## src/hw/rtl/assert_macros.svh

```systemverilog
// Assertion helpers shared by the RTL. Both assume signals clk and arst_n in scope.
`ifndef ASSERT_MACROS_SVH
`define ASSERT_MACROS_SVH
`ifndef NO_ASSERTIONS
`define ASSERT_CLK(lbl, prop, msg) \
	lbl: assert property (@(posedge clk) disable iff (!arst_n) prop) else $error(msg);
`define ASSERT_NEVER(lbl, cond, msg) \
	lbl: assert property (@(posedge clk) disable iff (!arst_n) !(cond)) else $error(msg);
`else
`define ASSERT_CLK(lbl, prop, msg)
`define ASSERT_NEVER(lbl, cond, msg)
`endif
`endif

```

## src/hw/rtl/e2q_pkg.sv

```systemverilog
// ----------------------------------------------------------------------------
// e2q_pkg: shared constants and helpers
// Fixed-point constants, the CORDIC arctangent table and latency figures.
// ----------------------------------------------------------------------------
package e2q_pkg;
	localparam int ANGLE_WIDTH_DEF = 16;
	localparam int COMP_FRAC_DEF = 14;
	localparam int CORDIC_STEPS_DEF = 16;

	localparam int ZW = 37;
	localparam int XW = 33;
	localparam int SCW = 32;

	localparam longint PI_Q32 = 64'sd13493037705;
	localparam longint TWO_PI_Q32 = 64'sd26986075409;
	localparam longint HALF_PI_Q32 = 64'sd6746518852;
	localparam longint GAIN_Q30 = 64'sd652032874;

	localparam int MERGE_LAT = 3;

	// Angle magnitude after scaling to Q32 needs this many compare-subtract steps.
	function automatic int red_stages(input int w);
		red_stages = (w > 16) ? w - 15 : 1;
	endfunction

	function automatic int lane_latency(input int w, input int steps);
		lane_latency = 3 + red_stages(w) + steps;
	endfunction

	function automatic logic signed [ZW-1:0] atan_q32(input int i);
		logic signed [ZW-1:0] v;
		case (i)
			0: v = ZW'(64'sd3373259426);
			1: v = ZW'(64'sd1991351318);
			2: v = ZW'(64'sd1052175346);
			3: v = ZW'(64'sd534100635);
			4: v = ZW'(64'sd268086748);
			5: v = ZW'(64'sd134164847);
			6: v = ZW'(64'sd67103403);
			7: v = ZW'(64'sd33553749);
			8: v = ZW'(64'sd16777131);
			9: v = ZW'(64'sd8388597);
			10: v = ZW'(64'sd4194303);
			default: v = (i > 32) ? '0 : (ZW'(1) <<< (32 - i));
		endcase
		return v;
	endfunction
endpackage

```

## src/hw/rtl/e2q_sincos.sv

```systemverilog
// ----------------------------------------------------------------------------
// e2q_sincos: half-angle sine and cosine lane
// Range reduction by pipelined compare-subtract, quadrant fold, then one
// CORDIC rotation per pipeline stage. Results are Q30.
// ----------------------------------------------------------------------------
module e2q_sincos #(
	parameter int ANGLE_WIDTH = e2q_pkg::ANGLE_WIDTH_DEF,
	parameter int CORDIC_STEPS = e2q_pkg::CORDIC_STEPS_DEF
) (
	input  logic clk,
	input  logic en,
	input  logic signed [ANGLE_WIDTH-1:0] angle,
	output logic signed [e2q_pkg::SCW-1:0] cos_o,
	output logic signed [e2q_pkg::SCW-1:0] sin_o
);
	import e2q_pkg::*;

	localparam int NR = red_stages(ANGLE_WIDTH);
	localparam int RW = (ANGLE_WIDTH + 20 > 36) ? ANGLE_WIDTH + 20 : 36;

	logic [ANGLE_WIDTH-1:0] abs_angle;
	logic [RW-1:0] mag_s [NR+1];
	logic neg_s [NR+1];
	logic signed [ZW-1:0] rem;
	logic signed [ZW-1:0] wrap;
	logic signed [ZW-1:0] wrap_q;
	logic signed [ZW-1:0] fold;
	logic fold_neg;
	logic signed [XW-1:0] x_c [CORDIC_STEPS+1];
	logic signed [XW-1:0] y_c [CORDIC_STEPS+1];
	logic signed [ZW-1:0] z_c [CORDIC_STEPS+1];
	logic ng_c [CORDIC_STEPS+1];

	assign abs_angle = angle[ANGLE_WIDTH-1] ? -angle : angle;

	// The half angle in Q13 scaled by 2^19 lands in Q32.
	always_ff @(posedge clk) begin
		if (en) begin
			neg_s[0] <= angle[ANGLE_WIDTH-1];
			mag_s[0] <= RW'(abs_angle) << 19;
		end
	end

	for (genvar k = 0; k < NR; k++) begin : g_red
		localparam logic [RW-1:0] DIV = RW'(TWO_PI_Q32) << (NR - 1 - k);
		always_ff @(posedge clk) begin
			if (en) begin
				neg_s[k+1] <= neg_s[k];
				mag_s[k+1] <= (mag_s[k] >= DIV) ? mag_s[k] - DIV : mag_s[k];
			end
		end
	end

	// The remainder keeps the sign of the dividend.
	always_comb begin
		rem = {1'b0, mag_s[NR][ZW-2:0]};
		if (neg_s[NR])
			rem = -rem;
		wrap = rem;
		if (rem > ZW'(PI_Q32))
			wrap = rem - ZW'(TWO_PI_Q32);
		else if (rem < -ZW'(PI_Q32))
			wrap = rem + ZW'(TWO_PI_Q32);
	end

	always_ff @(posedge clk) begin
		if (en)
			wrap_q <= wrap;
	end

	always_comb begin
		fold = wrap_q;
		fold_neg = 1'b0;
		if (wrap_q > ZW'(HALF_PI_Q32)) begin
			fold = ZW'(PI_Q32) - wrap_q;
			fold_neg = 1'b1;
		end else if (wrap_q < -ZW'(HALF_PI_Q32)) begin
			fold = -ZW'(PI_Q32) - wrap_q;
			fold_neg = 1'b1;
		end
	end

	always_ff @(posedge clk) begin
		if (en) begin
			x_c[0] <= XW'(GAIN_Q30);
			y_c[0] <= '0;
			z_c[0] <= fold;
			ng_c[0] <= fold_neg;
		end
	end

	for (genvar i = 0; i < CORDIC_STEPS; i++) begin : g_cordic
		localparam logic signed [ZW-1:0] ATAN = atan_q32(i);
		logic signed [XW-1:0] xs;
		logic signed [XW-1:0] ys;
		assign xs = x_c[i] >>> i;
		assign ys = y_c[i] >>> i;
		always_ff @(posedge clk) begin
			if (en) begin
				ng_c[i+1] <= ng_c[i];
				if (z_c[i] >= 0) begin
					x_c[i+1] <= x_c[i] - ys;
					y_c[i+1] <= y_c[i] + xs;
					z_c[i+1] <= z_c[i] - ATAN;
				end else begin
					x_c[i+1] <= x_c[i] + ys;
					y_c[i+1] <= y_c[i] - xs;
					z_c[i+1] <= z_c[i] + ATAN;
				end
			end
		end
	end

	assign cos_o = SCW'(ng_c[CORDIC_STEPS] ? -x_c[CORDIC_STEPS] : x_c[CORDIC_STEPS]);
	assign sin_o = SCW'(y_c[CORDIC_STEPS]);
endmodule

```

## config.mk

```make
export PLATFORM = sky130hd
export DESIGN_NAME = e2q_sincos
export DESIGN_NICKNAME = d
export VERILOG_FILES = /design/src/hw/rtl/assert_macros.svh /design/src/hw/rtl/e2q_pkg.sv /design/src/hw/rtl/e2q_sincos.sv
export SDC_FILE = /design/constraint.sdc
export NUM_CORES = 2
export LEC_CHECK = 0
export BUFFER_PORTS_ARGS = -buffer_cell sky130_fd_sc_hd__buf_2
export CORE_MARGIN = 2
export CORE_UTILIZATION = 47
export CTS_CLUSTER_DIAMETER = 60
export DETAILED_ROUTE_END_ITERATION = 8
export SETUP_SLACK_MARGIN = 0.15
export SYNTH_ARGS = -nofsm -noshare
export SYNTH_HDL_FRONTEND = slang
export SYNTH_SLANG_ARGS = --single-unit
```

## constraint.sdc

```tcl
create_clock -name clk -period 8.15 [get_ports clk]
set_input_delay 1.63 -clock clk [delete_from_list [all_inputs] [get_ports clk]]
set_output_delay 1.63 -clock clk [all_outputs]
set_load 0.005 [all_outputs]
```

==> results.tsv <==
stage	metric	value	unit
sta	period_minus_slack	6.27	ns
placement	io_buffers	81	
synthesis	synthDistinctLibCells	108	
grt	grt_pass1_wl	525000	microns
sta	hold_slack	0.406	ns
sta	final.period_utilization	76.9	%
worst_setup_path	path_class	in -> reg	
route	vias	98700	
final_layout	multi_input_area	0.0777	sq mm
sta	slew_headroom	11.5	%
worst_setup_path	end_kind	flip-flop	
worst_hold_path	min_path_type	reg -> reg	
cts	cts_resized	0	
route	remaining_drc_errors	0	
worst_setup_path	cpPeakStageDelay	0.65	ns
cts	cts.sinks	1539	
floorplanning	die_x	523	microns
grt	grt_pass1_vias	95500	
synthesis	synthCells	13000	
worst_setup_path	cp_cell_sequence	buf_12 > buf_4 > nand2_1 > buf_4 > clkinv_1 > nor2_1 > xnor2_1 > ha_1 > o21a_1 > o21ai_0 > a31oi_1 > a21oi_1 > o21a_1 > nor3_1 > a41o_1 > o41ai_1 > mux2i_1 > nand3_1	
synthesis	synthTopCellsByArea	edfxtp_1 (36%), ha_1 (14%), xnor2_1 (9.0%)	
synthesis	yosys.area.top_type	edfxtp_1	
grt	grt_max_degree	126	
sta	fin_skew	0.0467	ns
route	drtIter0Drc	7070	
final_layout	drive_above_1_share	4.96	%
floorplanning	dieArea	0.274	sq mm
flow_run	maxCapViolCount	0	
cts	postCtsSetupRepairBufs	0	
route	wl_per_cell	19.7	microns
cts	cts_buffers	208	
grt	antenna_found_initial	5	
synthesis	ys_top_cells_by_count	edfxtp_1 (1539), ha_1 (1381), xnor2_1 (1306), a21oi_1 (1235), nor2_1 (1008)	
sta	fin_setup_tns	0	ns
synthesis	synth_edf_count	1539	
floorplanning	core	0.268	sq mm
worst_setup_path	startpoint_type	primary input	
cts	cts_tree	yes	
sta	finalSetupViolations	0	
cts	clockRootBuffer	clkbuf_16	
final_layout	syn2layout_area_growth	9.16	%
worst_setup_path	critPathMaxFanout	58	
route	postRouteWirelength	332000	microns
placement	dp_hpwl	262000	microns
route	ant_nets	0	
synthesis	yosys_warnings	0	
floorplanning	rows	190	
worst_setup_path	arrival	6.88	ns
placement	gp_congestion	0.923	
synthesis	synth-seq-cells	1539	
outcome	status	completed	
floorplanning	ios	82	
final_layout	final_util	51.6	%
cts	clkLatencyLatePin	0.88	ns
floorplanning	fp.dieH	523	microns
route	dr.pass1.iters	8	
final_layout	nNetsFinal	14600	
grt	grt.overflow.total	0	
synthesis	synth_seq_area_share	36.5	%
worst_setup_path	crit_slowest_cell	buf_4	
sta	rsz0062_at_grt	no	
floorplanning	start_util	47.3	%
sta	fmax	160	MHz
cts	cts_max_path_buffers	4	
grt	grt_use_total	23.7	%
final_layout	seq_area	0.0462	sq mm
cts	clk_pin_slew	0.06	ns
route	avgViaCountPerCell	5.84	
synthesis	synthArstFlopShare	0	%
placement	place_inst	16500	
cts	cts-hold-fix-buffers	0	
synthesis	ys.flop_type	edfxtp_1	
synthesis	avgSynthCellArea	9.73	sq um
sta	hold_violations	0	
final_layout	n_fill_cell	24300	
cts	cts_max_level	4	
sta	slew_violations	0	
synthesis	syn-cell-area	0.127	sq mm
synthesis	yosysMostFrequentCell	edfxtp_1	
final_layout	stdcell_count	16900	
synthesis	syn-num-nets	14500	
sta	worstMarginPinSlew	1.31	ns
synthesis	synth_top_area_share	36.5	%
worst_setup_path	cp.required	8.76	ns
==> metal layers <==
metal  vias up  global-route usage (%)  routed length [microns]
met5         -                       0                        0
met4         0                    6.63                     9080
met3       415                    2.22                    15600
met2      2279                    39.5                   153000
met1     46900                    32.8                   154000
li1      49000                       -                        -
==> critical path, delay by kind of cell <==
kind / cells / cell delay, ns
XOR/XNOR: 1 / 0.14
buffers and inverters: 4 / 1.58
AO/OA/AOI/OAI: 7 / 2.26
adder cells (fa/ha/maj): 1 / 0.32
AND/OR/NAND/NOR: 4 / 0.53
multiplexers: 1 / 0.26
==> placed cells by master (no fill, tap or decap), drive strengths merged, types with 307 or more instances in the layout <==
cell / Yosys / routed
a21o: 578 / 578
a21oi: 1236 / 1236
edfxtp: 1539 / 1539
ha: 1381 / 1381
inv: 509 / 534
nand2: 743 / 743
nor2: 1010 / 1010
nor3: 307 / 307
o21ai: 726 / 726
xnor2: 1306 / 1306
xor2: 614 / 614
==> layout make-up <==
type                            count  share of cell area (%)
Tap cell                         3552                    3.21
Inverter                          513                    1.39
Antenna cell                        3                 0.00543
Sequential cell                  1539                    33.4
Clock inverter                    149                    1.14
Timing Repair Buffer              165                   0.814
Clock buffer                      231                    3.87
Multi-Input combinational cell  10700                    56.2
==> flip-flops by register name (all words and copies together) (netlist names) <==
register	cells
mag_s	35
neg_s	2
ng_c	17
wrap_q	37
x_c	469
y_c	495
z_c	484
==> through the flow <==
stage                     worst slack (ns)  cell area (sq um)
after global placement                1.13             131000
after detailed placement             0.976             131000
after floorplan                       1.60             127000
after global routing                  1.50             138000
after CTS                             1.92             138000
final                                 1.88             138000
==> cell families after synthesis <==
family	synth area share (%)
DFF	36.5
xor gates and xnor gates	13.3
adders and majority gates	14.3
AOI/OAI and AO/OA	20.3
muxes	0.824
and+or+nand+nor	12.6
buffers and inverters	2.25
==> final timing paths <==
path / startpoint / end / slack, ns / cells after the start
max: en / y_c[8][31] / 1.88 / 18
min: ng_c[2] / ng_c[3] / 0.41 / 0
max reg2reg: x_c[3][7] / y_c[4][30] / 2.04 / 19
min reg2reg: ng_c[2] / ng_c[3] / 0.41 / 0
Power is left out: the tool's default activity adds up to more than one toggle a clock period on the data nets, which glitch-free logic cannot reach.
